===== src/rtl/core/wrol_pkg.sv =====
`timescale 1ns / 1ps

package wrol_pkg;

  localparam int DEPTH_DEF       = 16;
  localparam int SIZE_BITS_DEF   = 20;
  localparam int HANDLE_BITS_DEF = 32;
  localparam int OFFSET_BITS     = 24;

  // Command queue between front and back; depth must be a power of two.
  localparam int CMDQ_DEPTH = 2;
  localparam int CMDQ_PW    = $clog2(CMDQ_DEPTH);
  localparam int CMDQ_CW    = $clog2(CMDQ_DEPTH + 1);

  typedef enum logic {
    FN_ADD    = 1'b0,
    FN_LOOKUP = 1'b1
  } func_t;

  typedef struct packed {
    logic  valid;
    func_t func;
  } q_head_t;

endpackage


===== src/rtl/core/wrol_ram.sv =====
`timescale 1ns / 1ps

module wrol_ram #(
  parameter int WIDTH = 8,
  parameter int DEPTH = 16
) (
  input  logic                     clk,
  input  logic                     we,
  input  logic [$clog2(DEPTH)-1:0] waddr,
  input  logic [WIDTH-1:0]         wdata,
  input  logic [$clog2(DEPTH)-1:0] raddr,
  output logic [WIDTH-1:0]         rdata
);

  logic [WIDTH-1:0] mem [DEPTH];

  always_ff @(posedge clk) begin
    if (we) begin
      mem[waddr] <= wdata;
    end
    rdata <= mem[raddr];
  end

endmodule


===== src/rtl/core/wrol_front.sv =====
`timescale 1ns / 1ps

module wrol_front import wrol_pkg::*; #(
  parameter int SIZE_BITS   = SIZE_BITS_DEF,
  parameter int HANDLE_BITS = HANDLE_BITS_DEF
) (
  input  logic                   clk,
  input  logic                   rst_n,
  input  logic                   in_valid,
  output logic                   in_ready,
  input  logic                   in_func,
  input  logic [HANDLE_BITS-1:0] in_entry_handle,
  input  logic [SIZE_BITS-1:0]   in_entry_size,
  input  logic [OFFSET_BITS-1:0] in_char_offset,
  output q_head_t                q_head,
  input  logic                   q_pop,
  output logic [HANDLE_BITS-1:0] q_handle,
  output logic [SIZE_BITS-1:0]   q_size,
  output logic [OFFSET_BITS-1:0] q_offset
);

  localparam int CMD_W = 1 + HANDLE_BITS + SIZE_BITS + OFFSET_BITS;

  logic [CMD_W-1:0]   ent_r [CMDQ_DEPTH];
  logic [CMDQ_PW-1:0] wp_r, wp_nxt;
  logic [CMDQ_PW-1:0] rp_r, rp_nxt;
  logic [CMDQ_CW-1:0] cnt_r, cnt_nxt;
  logic               push;
  logic               pop;
  logic [CMD_W-1:0]   head;

  assign in_ready = (cnt_r != CMDQ_CW'(CMDQ_DEPTH));
  assign push     = in_valid && in_ready;
  assign pop      = q_pop && (cnt_r != '0);
  assign head     = ent_r[rp_r];

  assign q_head.valid = (cnt_r != '0);
  assign q_head.func  = func_t'(head[CMD_W-1]);
  assign q_handle     = head[CMD_W-2 -: HANDLE_BITS];
  assign q_size       = head[OFFSET_BITS +: SIZE_BITS];
  assign q_offset     = head[OFFSET_BITS-1:0];

  always_comb begin
    wp_nxt  = push ? wp_r + 1'b1 : wp_r;
    rp_nxt  = pop ? rp_r + 1'b1 : rp_r;
    cnt_nxt = cnt_r;
    if (push && !pop) begin
      cnt_nxt = cnt_r + 1'b1;
    end else if (pop && !push) begin
      cnt_nxt = cnt_r - 1'b1;
    end
  end

  always_ff @(posedge clk) begin
    if (push) begin
      ent_r[wp_r] <= {in_func, in_entry_handle, in_entry_size, in_char_offset};
    end
    if (!rst_n) begin
      wp_r  <= '0;
      rp_r  <= '0;
      cnt_r <= '0;
    end else begin
      wp_r  <= wp_nxt;
      rp_r  <= rp_nxt;
      cnt_r <= cnt_nxt;
    end
  end

endmodule


===== src/rtl/core/wrol_back.sv =====
`timescale 1ns / 1ps

module wrol_back import wrol_pkg::*; #(
  parameter int DEPTH       = DEPTH_DEF,
  parameter int SIZE_BITS   = SIZE_BITS_DEF,
  parameter int HANDLE_BITS = HANDLE_BITS_DEF
) (
  input  logic                   clk,
  input  logic                   rst_n,
  input  q_head_t                q_head,
  output logic                   q_pop,
  input  logic [HANDLE_BITS-1:0] q_handle,
  input  logic [SIZE_BITS-1:0]   q_size,
  input  logic [OFFSET_BITS-1:0] q_offset,
  output logic                   out_valid,
  input  logic                   out_ready,
  output logic                   out_found,
  output logic [HANDLE_BITS-1:0] out_hit_handle,
  output logic [SIZE_BITS-1:0]   out_hit_size,
  output logic [SIZE_BITS-1:0]   out_byte_in_entry,
  output logic                   out_overwrote
);

  localparam int IDX_W  = $clog2(DEPTH);
  localparam int CNT_W  = $clog2(DEPTH + 1);
  localparam int REST_W = (SIZE_BITS > OFFSET_BITS) ? SIZE_BITS : OFFSET_BITS;
  localparam int REC_W  = HANDLE_BITS + SIZE_BITS;

  typedef enum logic {
    ST_IDLE,
    ST_WALK
  } state_t;

  state_t                 state_r, state_nxt;
  logic [IDX_W-1:0]       wr_idx_r, wr_idx_nxt;
  logic [IDX_W-1:0]       rd_idx_r, rd_idx_nxt;
  logic                   full_r, full_nxt;
  logic [IDX_W-1:0]       idx_r, idx_nxt;
  logic [CNT_W-1:0]       cnt_r, cnt_nxt;
  logic [REST_W-1:0]      rest_r, rest_nxt;
  logic                   ov_r, ov_nxt;
  logic                   found_r, found_nxt;
  logic [HANDLE_BITS-1:0] handle_r, handle_nxt;
  logic [SIZE_BITS-1:0]   size_r, size_nxt;
  logic [SIZE_BITS-1:0]   byte_r, byte_nxt;
  logic                   ovw_r, ovw_nxt;

  logic                   take;
  logic                   ram_we;
  logic [IDX_W-1:0]       ram_raddr;
  logic [REC_W-1:0]       ram_rdata;
  logic [HANDLE_BITS-1:0] rd_handle;
  logic [SIZE_BITS-1:0]   rd_size;
  logic [IDX_W-1:0]       wr_next;
  logic [CNT_W-1:0]       live_cnt;

  function automatic logic [IDX_W-1:0] next_idx(input logic [IDX_W-1:0] i);
    return (i == IDX_W'(DEPTH - 1)) ? '0 : i + 1'b1;
  endfunction

  wrol_ram #(
    .WIDTH(REC_W),
    .DEPTH(DEPTH)
  ) u_ram (
    .clk  (clk),
    .we   (ram_we),
    .waddr(wr_idx_r),
    .wdata({q_handle, q_size}),
    .raddr(ram_raddr),
    .rdata(ram_rdata)
  );

  assign rd_handle = ram_rdata[REC_W-1 -: HANDLE_BITS];
  assign rd_size   = ram_rdata[SIZE_BITS-1:0];
  assign wr_next   = next_idx(wr_idx_r);
  assign ram_raddr = (state_r == ST_WALK) ? next_idx(idx_r) : rd_idx_r;
  assign take      = (state_r == ST_IDLE) && q_head.valid && (!out_valid || out_ready);
  assign q_pop     = take;
  assign ram_we    = take && (q_head.func == FN_ADD);

  always_comb begin
    if (full_r) begin
      live_cnt = CNT_W'(DEPTH);
    end else if (wr_idx_r >= rd_idx_r) begin
      live_cnt = CNT_W'(wr_idx_r) - CNT_W'(rd_idx_r);
    end else begin
      live_cnt = CNT_W'(wr_idx_r) + CNT_W'(DEPTH) - CNT_W'(rd_idx_r);
    end
  end

  always_comb begin
    state_nxt  = state_r;
    wr_idx_nxt = wr_idx_r;
    rd_idx_nxt = rd_idx_r;
    full_nxt   = full_r;
    idx_nxt    = idx_r;
    cnt_nxt    = cnt_r;
    rest_nxt   = rest_r;
    ov_nxt     = out_valid && !out_ready;
    found_nxt  = found_r;
    handle_nxt = handle_r;
    size_nxt   = size_r;
    byte_nxt   = byte_r;
    ovw_nxt    = ovw_r;
    case (state_r)
      ST_IDLE: begin
        if (take) begin
          if (q_head.func == FN_ADD) begin
            wr_idx_nxt = wr_next;
            if (full_r) begin
              rd_idx_nxt = wr_next;
            end else if (wr_next == rd_idx_r) begin
              full_nxt = 1'b1;
            end
            ov_nxt     = 1'b1;
            found_nxt  = 1'b0;
            handle_nxt = '0;
            size_nxt   = '0;
            byte_nxt   = '0;
            ovw_nxt    = full_r;
          end else if (live_cnt == '0) begin
            ov_nxt     = 1'b1;
            found_nxt  = 1'b0;
            handle_nxt = '0;
            size_nxt   = '0;
            byte_nxt   = '0;
            ovw_nxt    = 1'b0;
          end else begin
            state_nxt = ST_WALK;
            idx_nxt   = rd_idx_r;
            cnt_nxt   = live_cnt;
            rest_nxt  = REST_W'(q_offset);
          end
        end
      end
      ST_WALK: begin
        if (rest_r < REST_W'(rd_size)) begin
          state_nxt  = ST_IDLE;
          ov_nxt     = 1'b1;
          found_nxt  = 1'b1;
          handle_nxt = rd_handle;
          size_nxt   = rd_size;
          byte_nxt   = rest_r[SIZE_BITS-1:0];
          ovw_nxt    = 1'b0;
        end else if (cnt_r == CNT_W'(1)) begin
          state_nxt  = ST_IDLE;
          ov_nxt     = 1'b1;
          found_nxt  = 1'b0;
          handle_nxt = '0;
          size_nxt   = '0;
          byte_nxt   = '0;
          ovw_nxt    = 1'b0;
        end else begin
          rest_nxt = rest_r - REST_W'(rd_size);
          idx_nxt  = next_idx(idx_r);
          cnt_nxt  = cnt_r - 1'b1;
        end
      end
      default: begin
        state_nxt = ST_IDLE;
      end
    endcase
  end

  always_ff @(posedge clk) begin
    idx_r    <= idx_nxt;
    cnt_r    <= cnt_nxt;
    rest_r   <= rest_nxt;
    found_r  <= found_nxt;
    handle_r <= handle_nxt;
    size_r   <= size_nxt;
    byte_r   <= byte_nxt;
    ovw_r    <= ovw_nxt;
    if (!rst_n) begin
      state_r  <= ST_IDLE;
      wr_idx_r <= '0;
      rd_idx_r <= '0;
      full_r   <= 1'b0;
      ov_r     <= 1'b0;
    end else begin
      state_r  <= state_nxt;
      wr_idx_r <= wr_idx_nxt;
      rd_idx_r <= rd_idx_nxt;
      full_r   <= full_nxt;
      ov_r     <= ov_nxt;
    end
  end

  assign out_valid         = ov_r;
  assign out_found         = found_r;
  assign out_hit_handle    = handle_r;
  assign out_hit_size      = size_r;
  assign out_byte_in_entry = byte_r;
  assign out_overwrote     = ovw_r;

endmodule


===== src/rtl/core/write_ring_offset_lookup_core.sv =====
`timescale 1ns / 1ps
// Channel  Handshake              Payload
// in       in_valid / in_ready    in_func, in_entry_handle, in_entry_size, in_char_offset
// out      out_valid / out_ready  out_found, out_hit_handle, out_hit_size,
//                                 out_byte_in_entry, out_overwrote
//
// An add goes from acceptance into the command queue; the back end then writes the ring and registers the result.
// A lookup on an empty ring returns a miss without a walk; otherwise the walk reads one
// record a cycle from the ring RAM.
// Reset (rst_n low, synchronous) empties the ring and the command queue; no clearing pass.
// The 2-entry command queue keeps taking transactions, until it is full, while the back end walks or stalls.

module write_ring_offset_lookup_core import wrol_pkg::*; #(
  parameter int DEPTH       = DEPTH_DEF,
  parameter int SIZE_BITS   = SIZE_BITS_DEF,
  parameter int HANDLE_BITS = HANDLE_BITS_DEF
) (
  input  logic                   clk,
  input  logic                   rst_n,
  input  logic                   in_valid,
  output logic                   in_ready,
  input  logic                   in_func,
  input  logic [HANDLE_BITS-1:0] in_entry_handle,
  input  logic [SIZE_BITS-1:0]   in_entry_size,
  input  logic [OFFSET_BITS-1:0] in_char_offset,
  output logic                   out_valid,
  input  logic                   out_ready,
  output logic                   out_found,
  output logic [HANDLE_BITS-1:0] out_hit_handle,
  output logic [SIZE_BITS-1:0]   out_hit_size,
  output logic [SIZE_BITS-1:0]   out_byte_in_entry,
  output logic                   out_overwrote
);

  q_head_t                q_head;
  logic                   q_pop;
  logic [HANDLE_BITS-1:0] q_handle;
  logic [SIZE_BITS-1:0]   q_size;
  logic [OFFSET_BITS-1:0] q_offset;

  wrol_front #(
    .SIZE_BITS  (SIZE_BITS),
    .HANDLE_BITS(HANDLE_BITS)
  ) u_front (
    .clk            (clk),
    .rst_n          (rst_n),
    .in_valid       (in_valid),
    .in_ready       (in_ready),
    .in_func        (in_func),
    .in_entry_handle(in_entry_handle),
    .in_entry_size  (in_entry_size),
    .in_char_offset (in_char_offset),
    .q_head         (q_head),
    .q_pop          (q_pop),
    .q_handle       (q_handle),
    .q_size         (q_size),
    .q_offset       (q_offset)
  );

  wrol_back #(
    .DEPTH      (DEPTH),
    .SIZE_BITS  (SIZE_BITS),
    .HANDLE_BITS(HANDLE_BITS)
  ) u_back (
    .clk              (clk),
    .rst_n            (rst_n),
    .q_head           (q_head),
    .q_pop            (q_pop),
    .q_handle         (q_handle),
    .q_size           (q_size),
    .q_offset         (q_offset),
    .out_valid        (out_valid),
    .out_ready        (out_ready),
    .out_found        (out_found),
    .out_hit_handle   (out_hit_handle),
    .out_hit_size     (out_hit_size),
    .out_byte_in_entry(out_byte_in_entry),
    .out_overwrote    (out_overwrote)
  );

  a_found_xor_overwrote : assert property (@(posedge clk) disable iff (!rst_n)
    out_valid |-> !(out_found && out_overwrote))
    else $error("hit and overwrite reported together");

  a_hit_in_range : assert property (@(posedge clk) disable iff (!rst_n)
    (out_valid && out_found) |-> (out_byte_in_entry < out_hit_size))
    else $error("byte offset outside hit record");

  a_miss_zero : assert property (@(posedge clk) disable iff (!rst_n)
    (out_valid && !out_found) |-> (out_hit_handle == '0 && out_hit_size == '0
                                   && out_byte_in_entry == '0))
    else $error("nonzero hit fields without a hit");

  a_pop_needs_head : assert property (@(posedge clk) disable iff (!rst_n)
    q_pop |-> q_head.valid)
    else $error("command popped from empty queue");

endmodule


===== config.mk =====
export PLATFORM = sky130hd
export DESIGN_NAME = write_ring_offset_lookup_core
export DESIGN_NICKNAME = d
export VERILOG_FILES = /design/src/rtl/core/wrol_pkg.sv /design/src/rtl/core/wrol_ram.sv /design/src/rtl/core/wrol_front.sv /design/src/rtl/core/wrol_back.sv /design/src/rtl/core/write_ring_offset_lookup_core.sv
export SDC_FILE = /design/constraint.sdc
export NUM_CORES = 1
export LEC_CHECK = 0
export BUFFER_PORTS_ARGS = -buffer_cell sky130_fd_sc_hd__clkbuf_2
export CAP_MARGIN = 20
export CORE_MARGIN = 8
export CORE_UTILIZATION = 49
export DETAILED_ROUTE_END_ITERATION = 12
export PLACE_DENSITY = 0.68
export SYNTH_ARGS = -nofsm -noshare
export SYNTH_HDL_FRONTEND = slang
export SYNTH_SLANG_ARGS = --single-unit

===== constraint.sdc =====
create_clock -name clk -period 11.1 [get_ports clk]
set_input_delay 1.665 -clock clk [delete_from_list [all_inputs] [get_ports clk]]
set_output_delay 1.665 -clock clk [all_outputs]
set_load 0.1 [all_outputs]

==> insert_results.sql <==
INSERT INTO impl_metrics (metric_group, metric, value, unit) VALUES
('synthesis', 'postSynthCellCount', '2250', ''),
('floorplanning', 'dieArea', '101400', 'um2'),
('synthesis', 'synth_area_per_cell', '19.93', 'um2'),
('cells_and_area', 'net_count_of_the_finished_layout', '2553', ''),
('floorplanning', 'initial_utilization', '0.4921', ''),
('timing', 'final.setup.tns', '0', 'ns'),
('worst_setup_path', 'path_class', 'in -> reg', ''),
('power_and_ir_drop', 'sequentialPowerShare', '0.451', ''),
('cts', 'cts.htree.levels', '3', ''),
('cts', 'cts_resized', '0', ''),
('worst_setup_path', 'setup.reg_to_reg.worst_slack', '6.99', 'ns'),
('power_and_ir_drop', 'clkPwrFrac', '0.302', ''),
('power_and_ir_drop', 'combPwrFrac', '0.247', ''),
('floorplanning', 'coreArea', '91110', 'um2'),
('worst_setup_path', 'beginning_of_the_critical_path', 'out_ready', ''),
('floorplanning', 'fp.dieH', '318.5', 'um'),
('cts', 'cts_num_sinks', '1161', ''),
('timing', 'worst_clock_skew', '0.02083', 'ns'),
('worst_setup_path', 'critical_path.reg2reg.endpoint', 'u_back.out_hit_handle[1]', ''),
('routing', 'wirelength', '91470', 'um'),
('cts', 'cts_root_cell', 'sky130_fd_sc_hd__clkbuf_16', ''),
('synthesis', 'post_synth_edffs', '1093', ''),
('job', 'cap_violations', '0', ''),
('routing', 'firstDrtPassIters', '7', ''),
('synthesis', 'synth_top_area_share', '0.7320', ''),
('cells_and_area', 'fraction_of_final_layout_cells_sized_beyond_drive_strength_1', '0.2637', ''),
('power_and_ir_drop', 'internal_power', '8.807', 'mW'),
('timing', 'fin_crit', '4.422', 'ns'),
('cts', 'clkTransAtPathRegs', '0.06', 'ns'),
('synthesis', 'post_synth_top_area_cell', 'sky130_fd_sc_hd__edfxtp_1', ''),
('power_and_ir_drop', 'switching_share', '0.3113', ''),
('cts', 'tritoncts_clock_tree', 'done', ''),
('grt', 'grt_pass1_vias', '22820', ''),
('cells_and_area', 'area.growth.synth_to_final', '13.38', '%'),
('worst_setup_path', 'start_kind', 'input port', ''),
('cts', 'cts.path.max_buffers', '3', ''),
('hold_path', 'number_of_cells_on_the_worst_hold_path', '2', ''),
('power_and_ir_drop', 'net-switching-power', '3.980', 'mW'),
('worst_setup_path', 'timing.critical_path.fanout_max', '27', ''),
('cts', 'cts_setup_buffers', '0', ''),
('worst_setup_path', 'worst_r2r_startpoint', 'u_back.rest_r[0]', ''),
('timing', 'fmax', '226.2', 'MHz'),
('timing', 'worst-slew-pin-transition', '1.049', 'ns'),
('routing', 'drc_marker_count_from_the_first_detailed_route_iteration', '1877', ''),
('timing', 'grt_setup_unrepaired', 'false', ''),
('timing', 'maxSlewHeadroom', '0.3005', ''),
('synthesis', 'synth_sequential_area_ratio', '0.7624', ''),
('worst_setup_path', 'worstPathArrival', '4.73', 'ns'),
('synthesis', 'ys.flop_type', 'sky130_fd_sc_hd__edfxtp_1', ''),
('outcome', 'result_of_the_run', 'finished clean', ''),
('synthesis', 'yosysWarnings', '0', ''),
('worst_setup_path', 'r2r_cells', '10', ''),
('routing', 'drt-vias-per-instance', '5.778', ''),
('place', 'dp.final_hpwl', '51270', 'um'),
('synthesis', 'async_sr_flop_fraction', '0', ''),
('grt', 'first_pass_grt_wire_length', '139400', 'um'),
('floorplanning', 'core.rowCount', '111', ''),
('cts', 'cts_made_buffers', '112', ''),
('grt', 'largest_net_degree_at_the_start_of_global_routing', '161', ''),
('cells_and_area', 'multiInputGateArea', '10080', 'um2'),
('routing', 'avgRoutedWirePerCell', '24.56', 'um'),
('grt', 'grt.overflow.total', '0', ''),
('cells_and_area', 'layout.area.seq', '34190', 'um2'),
('routing', 'dr_total_vias', '21520', ''),
('grt', 'track_usage', '0.1771', ''),
('grt', 'antenna_violations_before_repair', '5', ''),
('worst_setup_path', 'cp-end-kind', 'flip-flop', ''),
('power_and_ir_drop', 'p_leak', '16.51', 'nW'),
('place', 'place.port_buffers', '156', ''),
('timing', 'period_share', '0.3983', ''),
('power_and_ir_drop', 'ir_drop', '0.1684', 'mV');
-- sequential cells by signal, indices dropped and copies added (netlist names), 4 cells and up, named ones only --
signal,flops
u_back.u_ram.mem,832
u_front.ent_r,154
u_back.u_ram.rdata,52
u_back.out_hit_handle,32
u_back.rest_r,24
u_back.out_byte_in_entry,20
u_back.out_hit_size,20
u_back.cnt_r,5
u_back.idx_r,4
u_back.rd_idx_r,4
u_back.wr_idx_r,4
-- synth_stat cells (9+ instances only) --
cell and instances:
sky130_fd_sc_hd__edfxtp_1 1093, sky130_fd_sc_hd__mux4_2 208, sky130_fd_sc_hd__a21oi_1 89, sky130_fd_sc_hd__a211oi_1 74, sky130_fd_sc_hd__mux2i_1 69, sky130_fd_sc_hd__dfxtp_1 68, sky130_fd_sc_hd__nor2b_1 68, sky130_fd_sc_hd__and3_1 61
sky130_fd_sc_hd__clkbuf_1 59, sky130_fd_sc_hd__mux2_2 54, sky130_fd_sc_hd__nor2_1 49, sky130_fd_sc_hd__inv_1 37, sky130_fd_sc_hd__nand2_1 36, sky130_fd_sc_hd__buf_2 32, sky130_fd_sc_hd__ha_1 32, sky130_fd_sc_hd__nor3_1 32
sky130_fd_sc_hd__o21ai_0 29, sky130_fd_sc_hd__buf_6 18, sky130_fd_sc_hd__xnor2_1 17, sky130_fd_sc_hd__a21o_1 13, sky130_fd_sc_hd__nand2b_1 11, sky130_fd_sc_hd__or3_1 9, sky130_fd_sc_hd__xor2_1 9
-- final cells by class --
| class | instances | share of cell area |
|---|---|---|
| repair buffers | 194 | 0.02171 |
| multi-input cells | 932 | 0.1983 |
| well taps | 1186 | 0.02919 |
| inverters | 37 | 0.002732 |
| flip-flops and latches | 1161 | 0.6726 |
| diodes | 1 | 0.00004923 |
| clock buffers | 174 | 0.06606 |
| clock inverters | 39 | 0.009353 |
-- worst max-delay path, cell delays in order --
cell and delay (ns):
sky130_fd_sc_hd__clkbuf_2 0.08, sky130_fd_sc_hd__nor2b_1 0.06, sky130_fd_sc_hd__or3_1 0.41, sky130_fd_sc_hd__nor2b_1 0.62
sky130_fd_sc_hd__nand2_1 0.40, sky130_fd_sc_hd__nor2_4 0.87, sky130_fd_sc_hd__buf_4 0.56
-- power groups by stage --
stage	clock network [mW]	logic, mW	registers [mW]
finish	3.86	3.16	5.76
global route	4.10	3.42	5.80
global placement	0	3.10	5.84
floorplan	0	1.84	6.35
CTS	3.94	3.18	5.77
detailed placement	0	3.17	5.86
-- logic make-up after synthesis --
logic type	after synthesis	share of synthesized area
DFF	1161	0.7624
muxes	332	0.1338
and+or+nand+nor	292	0.03561
AOI/OAI and AO/OA	248	0.03611
buffers and inverters	157	0.01719
adders and majority gates	34	0.009823
xor gates and xnor gates	26	0.005079
-- metal layers --
metal / share of wire / track usage
met5: 0.00050 / 0
met4: 0.019 / 0.04741
met3: 0.055 / 0.03283
met2: 0.49 / 0.2957
met1: 0.43 / 0.2403
-- layout by cell type (no fill, tap or decap), types with 60 or more instances in the layout --
| master | count |
|---|---|
| sky130_fd_sc_hd__edfxtp_1 | 1093 |
| sky130_fd_sc_hd__mux4_2 | 208 |
| sky130_fd_sc_hd__clkbuf_2 | 156 |
| sky130_fd_sc_hd__clkbuf_16 | 114 |
| sky130_fd_sc_hd__a21oi_1 | 88 |
| sky130_fd_sc_hd__a211oi_1 | 74 |
| sky130_fd_sc_hd__mux2i_1 | 69 |
| sky130_fd_sc_hd__nor2b_1 | 68 |
| sky130_fd_sc_hd__dfxtp_1 | 66 |
| sky130_fd_sc_hd__and3_1 | 60 |
-- how the worst max path moves through the flow --
stage	to	cells after the start
after CTS	u_back.u_ram.mem[12][11]	7
final	u_back.u_ram.mem[13][12]	7
after global placement	u_back.u_ram.mem[12][8]	7
after floorplan	u_back.out_byte_in_entry[0]	6
after global routing	u_back.u_ram.mem[12][11]	7
after detailed placement	u_back.u_ram.mem[12][14]	7
-- per-stage QoR --
stage                     power, mW  worst slack [ns]  cells  hold WS, ns  cell area [um2]
final                         12.79             6.678   3724       0.5057            50830
after global routing          13.32             6.558   3723       0.5219            50830
after CTS                     12.88             6.667   3722       0.5133            50810
after detailed placement      9.024             5.939   3509       0.4980            46980
after global placement        8.931             6.083   3509       0.4822            46980
after floorplan               8.196             4.339   2250       0.4718            44840
No activity file was read; power rests on OpenSTA's default activity.
